**config.mk**
```make
export PLATFORM = sky130hd
export DESIGN_NAME = qte_cordic
export DESIGN_NICKNAME = d
export VERILOG_FILES = /design/src/hw/rtl/qte_pkg.sv /design/src/hw/rtl/qte_cordic.sv
export SDC_FILE = /design/constraint.sdc
export NUM_CORES = 2
export LEC_CHECK = 0
export BUFFER_PORTS_ARGS = -buffer_cell sky130_fd_sc_hd__buf_4
export CAP_MARGIN = 0
export CORE_ASPECT_RATIO = 1.4
export CORE_MARGIN = 2
export CORE_UTILIZATION = 60
export CTS_BUF_LIST = sky130_fd_sc_hd__clkbuf_4 sky130_fd_sc_hd__clkbuf_8
export DETAILED_ROUTE_END_ITERATION = 7
export PLACE_DENSITY = 0.83
export SLEW_MARGIN = 10
export SYNTH_ARGS = -nofsm -noshare
export SYNTH_HDL_FRONTEND = slang
export SYNTH_SLANG_ARGS = --single-unit
export TNS_END_PERCENT = 30
```
**constraint.sdc**
```tcl
create_clock -name i_clk -period 6.85 [get_ports i_clk]
set_clock_uncertainty 0.15 [all_clocks]
set_input_delay 1.37 -clock i_clk [delete_from_list [all_inputs] [get_ports i_clk]]
set_output_delay 1.37 -clock i_clk [all_outputs]
set_load 0.005 [all_outputs]
```
**src/hw/rtl/qte_pkg.sv**
```systemverilog
// Shared constants, arctangent table and angle rounding for the converter
`default_nettype none
package qte_pkg;
    localparam int ZW       = 34;
    localparam int TAB_LEN  = 24;
    localparam int ROLL_W   = 16;
    localparam int PITCH_W  = 15;

    localparam logic signed [ZW-1:0] DEG90_FINE = 34'sd589824000;
    localparam logic signed [ZW-1:0] ROLL_LIM   = 34'sd18000;
    localparam logic signed [ZW-1:0] PITCH_LIM  = 34'sd9000;
    localparam logic signed [ZW-1:0] HALF_LSB   = 34'sd32768;

    localparam logic signed [ZW-1:0] ATAN_TAB [TAB_LEN] = '{
        34'sd294912000, 34'sd174096719, 34'sd91987925, 34'sd46694507,
        34'sd23437865, 34'sd11730358, 34'sd5866610, 34'sd2933484,
        34'sd1466764, 34'sd733385, 34'sd366693, 34'sd183346,
        34'sd91673, 34'sd45837, 34'sd22918, 34'sd11459,
        34'sd5730, 34'sd2865, 34'sd1432, 34'sd716,
        34'sd358, 34'sd179, 34'sd90, 34'sd45
    };

    // round half up to hundredths of a degree and saturate
    function automatic logic signed [ZW-1:0] to_centi(
        input logic signed [ZW-1:0] fine,
        input logic signed [ZW-1:0] lim
    );
        logic signed [ZW-1:0] v;
        v = (fine + HALF_LSB) >>> 16;
        if (v > lim) begin
            v = lim;
        end
        if (v < -lim) begin
            v = -lim;
        end
        return v;
    endfunction
endpackage
`default_nettype wire

```
**src/hw/rtl/qte_cordic.sv**
```systemverilog
// Pipelined vectoring CORDIC: atan2 in 2^-16 hundredths of a degree
`default_nettype none
module qte_cordic #(
    parameter int IW    = 20,
    parameter int STEPS = 16
) (
    input  wire logic                          i_clk,
    input  wire logic                          i_rst_n,
    input  wire logic                          i_valid,
    input  wire logic signed [IW-1:0]          i_y,
    input  wire logic signed [IW-1:0]          i_x,
    output logic                               o_valid,
    output logic signed [qte_pkg::ZW-1:0]      o_z
);
    localparam int CW = IW + 2;
    localparam int ZW = qte_pkg::ZW;

    logic                 r_v    [0:STEPS];
    logic                 r_zero [0:STEPS];
    logic signed [CW-1:0] r_x    [0:STEPS];
    logic signed [CW-1:0] r_y    [0:STEPS];
    logic signed [ZW-1:0] r_z    [0:STEPS];

    logic signed [CW-1:0] x0, y0, n_x0, n_y0;
    logic signed [ZW-1:0] n_z0;

    always_comb begin
        x0   = CW'(i_x);
        y0   = CW'(i_y);
        n_x0 = x0;
        n_y0 = y0;
        n_z0 = '0;
        if (x0 < 0) begin
            if (y0 >= 0) begin
                n_x0 = y0;
                n_y0 = -x0;
                n_z0 = qte_pkg::DEG90_FINE;
            end else begin
                n_x0 = -y0;
                n_y0 = x0;
                n_z0 = -qte_pkg::DEG90_FINE;
            end
        end
    end

    always_ff @(posedge i_clk) begin
        if (!i_rst_n) begin
            r_v[0] <= 1'b0;
        end else begin
            r_v[0] <= i_valid;
        end
        r_zero[0] <= (i_x == '0) && (i_y == '0);
        r_x[0]    <= n_x0;
        r_y[0]    <= n_y0;
        r_z[0]    <= n_z0;
    end

    for (genvar i = 0; i < STEPS; i++) begin : g_step
        logic signed [CW-1:0] dx, dy, n_x, n_y;
        logic signed [ZW-1:0] n_z;

        always_comb begin
            dx = r_y[i] >>> i;
            dy = r_x[i] >>> i;
            if (r_y[i] > 0) begin
                n_x = r_x[i] + dx;
                n_y = r_y[i] - dy;
                n_z = r_z[i] + qte_pkg::ATAN_TAB[i];
            end else begin
                n_x = r_x[i] - dx;
                n_y = r_y[i] + dy;
                n_z = r_z[i] - qte_pkg::ATAN_TAB[i];
            end
        end

        always_ff @(posedge i_clk) begin
            if (!i_rst_n) begin
                r_v[i+1] <= 1'b0;
            end else begin
                r_v[i+1] <= r_v[i];
            end
            r_zero[i+1] <= r_zero[i];
            r_x[i+1]    <= n_x;
            r_y[i+1]    <= n_y;
            r_z[i+1]    <= n_z;
        end
    end

    assign o_valid = r_v[STEPS];
    assign o_z     = r_zero[STEPS] ? '0 : r_z[STEPS];
endmodule
`default_nettype wire

```
# [Word-level counts from Yosys, hierarchy flattened]
# Memory sizes are Yosys's and may differ from the RTL's.
# Cells that the tools add are included.
# W data, S select, Z words.
[totals] regBits=0 mem_bits_rw=1360 n_memories=5
[mem_list] memory="r_z" words=17 word_bits=34 read_ports=17 rd_ports_with_merged_regs=0 write_ports=17 line_no="qte_cordic.sv:22" text="logic signed [ZW-1:0] r_z [0:STEPS];"
[mem_list] memory="r_x" words=17 word_bits=22 read_ports=16 rd_ports_with_merged_regs=0 write_ports=17 line_no="qte_cordic.sv:20" text="logic signed [CW-1:0] r_x [0:STEPS];"
[mem_list] memory="r_y" words=17 word_bits=22 read_ports=16 rd_ports_with_merged_regs=0 write_ports=17 line_no="qte_cordic.sv:21" text="logic signed [CW-1:0] r_y [0:STEPS];"
[mem_list] memory="r_v" words=17 word_bits=1 read_ports=17 rd_ports_with_merged_regs=0 write_ports=17 line_no="qte_cordic.sv:18" text="logic r_v [0:STEPS];"
[mem_list] memory="r_zero" words=17 word_bits=1 read_ports=17 rd_ports_with_merged_regs=0 write_ports=17 line_no="qte_cordic.sv:19" text="logic r_zero [0:STEPS];"
[op_classes] n_addsub=97 magnitude_cmp=18 mux=74 bitwise=17 reduce_logical=3
[ops] operator="$mux W22" count=36
[ops] operator="$mux W34" count=19
[ops] operator="$gt A22 B1 Y1 const B" count=16
[ops] operator="$add A22 B10 Y22" count=2
[ops] operator="$add A22 B11 Y22" count=2
[ops] operator="$add A22 B12 Y22" count=2
[ops] operator="$add A22 B13 Y22" count=2
[ops] operator="$add A22 B14 Y22" count=2
[ops] operator="$add A22 B15 Y22" count=2
[ops] operator="$add A22 B16 Y22" count=2
[ops] operator="$add A22 B17 Y22" count=2
[ops] operator="$add A22 B18 Y22" count=2
[ops] operator="$add A22 B19 Y22" count=2
[ops] operator="$add A22 B20 Y22" count=2
[ops] operator="$add A22 B21 Y22" count=2
[ops] operator="$add A22 B7 Y22" count=2
[ops] operator="$add A22 B8 Y22" count=2
[ops] operator="$add A22 B9 Y22" count=2
[ops] operator="$neg A20 Y22" count=2
[ops] operator="$sub A22 B10 Y22" count=2
[ops] operator="$sub A22 B11 Y22" count=2
[ops] operator="$sub A22 B12 Y22" count=2
[ops] operator="$sub A22 B13 Y22" count=2
[ops] operator="$sub A22 B14 Y22" count=2
[ops] operator="50 further kinds" count=96

# [Logic depth before layout (Yosys ltp)]
[logic_depth] depth_word=3 depth_mapped=26 mapped_depth_nobuf=25

# [Least setup slack after synthesis]
# OpenSTA, ideal clock, no wires.
[synth_path] path_type="register to register" start="memory r_y[0][330] (netlist name)" end="memory r_z[16][32], in the netlist r_z[2][32]" arrival_time_ns=6.464 slack_ns=0.112 stages_incl_launch_ff=16 n_path_buf=0 path_cell_list="dfxtp_1 > or4_1 > o41ai_1 > inv_1 > ha_1 > a21o_1 > a21o_1 > a21oi_1 > o21ai_0 > a31oi_1 > o221ai_1 > o2111ai_1 > a21boi_0 > a311oi_1 > a21oi_1 > xor2_1"
[synth_lines] item="start, declared" line_no="qte_cordic.sv:21"
[synth_lines] item="end, declared" line_no="qte_cordic.sv:22"

==> out/metrics.cfg <==
[synthesis]
netlist_instances=9627
synth_top_cell_by_area=dfxtp_1
synth.yosys.seq_area_share=0.291
synth_cell_types=83
syn_area_sq_um=82500
synth_area_leaders=dfxtp_1, ha_1, xnor2_1, a21oi_1, xor2_1
ys_async_sr_fraction=0
yosysWarnings=0
synth_seq_cells=1198
synth_top_cell_area_share=0.291
synth_edf_count=0
avgSynthCellArea_sq_um=8.57
synth_ff_type=dfxtp_1

[floorplanning]
die_y_microns=443
io_pins=78
die_w_microns=317
initial_core_util=0.606
fp.coreArea_sq_um=136000
dieArea_sq_um=140000
rows=160

[clocking]
clock_sinks=1198
cts_buffers=188
clock-root-buffer=clkbuf_8
cts_tree=done
clkTransAtPathRegs_ns=0.06
clock_latency_ns=0.96
cts_max_level=4
clock_path_buffers=3
post_cts_buffers=0

[hold_path]
hp-class=reg2reg

[timing]
timing.final.crit_period_ns=6.44
slew_violations=0
worst_pin_slew_ns=1.17
setup_viol=0
fin_ws_ns=0.405
finalHoldViolCount=0
tns_ns=0
relSlewSlack=0.210
fmax_mhz=155
finalCritPeriodShare=0.941

[layout]
areaGrowthSynthToFinish_pct=8.50
final_common_cell=dfxtp_1
drive_gt1_frac=0.0580
fin_nets=10966
final_cell_mix=dfxtp_1, ha_1, xnor2_1, nor2_1, a21oi_1
fin_area_sq_um=89500

[place]
dpl_worst_slack_ns=0.346
dp_hpwl_microns=165000
port_buffers=77
place_area_sq_um=85000
gp_congestion=0.976

[detailed_routing]
drc=0
vias=70193
wl_per_cell_microns=17.6
wirelength_microns=207000
ant_nets=0
first_pass_iters=6
avgViaCountPerCell=5.98
drtIter0Drc=3758

[grt]
grt_pass1_wl_microns=332000
grt_pass1_vias=70679
track_usage=0.287
antenna_found_initial=4
grt.overflow.total=0
grt_max_degree=82

[setup_path]
start_kind=register
arrival_ns=7.12
crit_path_end_kind=register
crit_required_ns=7.52
worstSetupPathType=reg2reg
critPathMaxFanout=7

[run_status]
status=finished, final reports clean

[run]
maxCapViolCount=0

## worst paths after layout
check	start	endpoint	slack, ns	cells after the start
worst min register to register	r_zero[9]$_DFF_P_	r_zero[10]$_DFF_P_	0.18	0
worst min-delay path	r_zero[9]$_DFF_P_	r_zero[10]$_DFF_P_	0.18	0
worst max-delay path	r_y[0][166]$_DFF_P_	r_x[0][197]$_DFF_P_	0.41	22
worst max register to register	r_y[0][166]$_DFF_P_	r_x[0][197]$_DFF_P_	0.41	22
## timing repair
| action | in CTS | in global routing |
|---|---|---|
| gates resized for setup | 0 | 3 |
| hold buffers | 0 | 0 |
| hold endpoints to repair | 0 | 0 |
| setup endpoints to repair | 0 | 3 |
## cell families (layout without fill, tap and decap cells)
| group | after synthesis | count (layout) | synth area share |
|---|---|---|---|
| fa+ha+maj | 1138 | 1138 | 0.176 |
| buf+inv | 662 | 977 | 0.0305 |
| other cells | 1 | 6 | 0.0000455 |
| simple gates | 2657 | 2657 | 0.156 |
| compound gates | 2665 | 2665 | 0.207 |
| mux | 16 | 16 | 0.00200 |
| xor+xnor | 1290 | 1290 | 0.137 |
| flops | 1198 | 1198 | 0.291 |
## routing by layer
layer | up-vias | part of all wire | wire length [microns] | global-route usage
met2 | 1844 | 0.54 | 111000 | 0.563
met5 | - | 0 | 0 | 0
met3 | 907 | 0.035 | 7150 | 0.0462
met1 | 32691 | 0.34 | 69900 | 0.247
li1 | 34751 | - | - | -
met4 | 0 | 0.089 | 18500 | 0.236
## worst max-delay path: stages, from the launching register on
cell and delay, ns:
dfxtp_1 0.34, nor3_1 0.30, nand2b_1 0.17, nor4_1 0.28, and3b_1 0.30, nor3b_1 0.39
nand3_1 0.29, nand2b_1 0.17, inv_1 0.13, o21ai_0 0.35, inv_1 0.08, ha_1 0.28
nor2b_1 0.13, o21ai_0 0.21, a21boi_0 0.19, o41a_1 0.39, a31oi_1 0.34, o31ai_1 0.17
or4_1 0.44, and3_1 0.16, a2111oi_0 0.70, a21oi_1 0.19, xnor2_1 0.18
## Yosys cell counts (all sizes together), types with 76 or more instances
library cell  instances
dfxtp              1198
ha                 1097
xnor2               913
nor2                815
a21oi               776
nand2               574
o21ai               562
inv                 508
xor2                377
a21o                338
nor3                220
nand3               169
nor2b               169
nand2b              162
o21a                140
clkbuf              128
o31ai               118
o21bai              106
and3                102
a31oi               101
or3                  91
a211oi               82
nor4                 76
## layout make-up
type	count	area, sq um
tap	1782	2230
timing repair buffer	116	871
sequential	1198	24000
clock buffer	276	3550
clock inverter	72	878
antenna	4	10.0
inverter	513	1930
multi-input combinational	7768	56000
fill	11067	46700
## registers in the layout (all words and copies together), names as in the netlist
register,cells
r_x,315
r_y,352
r_z,497
r_zero,17
r_v,17
## through the flow
stage / util / hold slack (ns) / std cells
4_1_cts: 0.657 / 0.177 / 11725
6_report: 0.657 / 0.177 / 11729
2_1_floorplan: - / 0.160 / 9628
3_5_place_dp: 0.624 / 0.162 / 11377
3_3_place_gp: 0.624 / 0.163 / 11377
5_1_grt: 0.657 / 0.183 / 11729
Power is not shown: default switching activity piles up to over one toggle a cycle in this logic, so the estimate is an artifact.
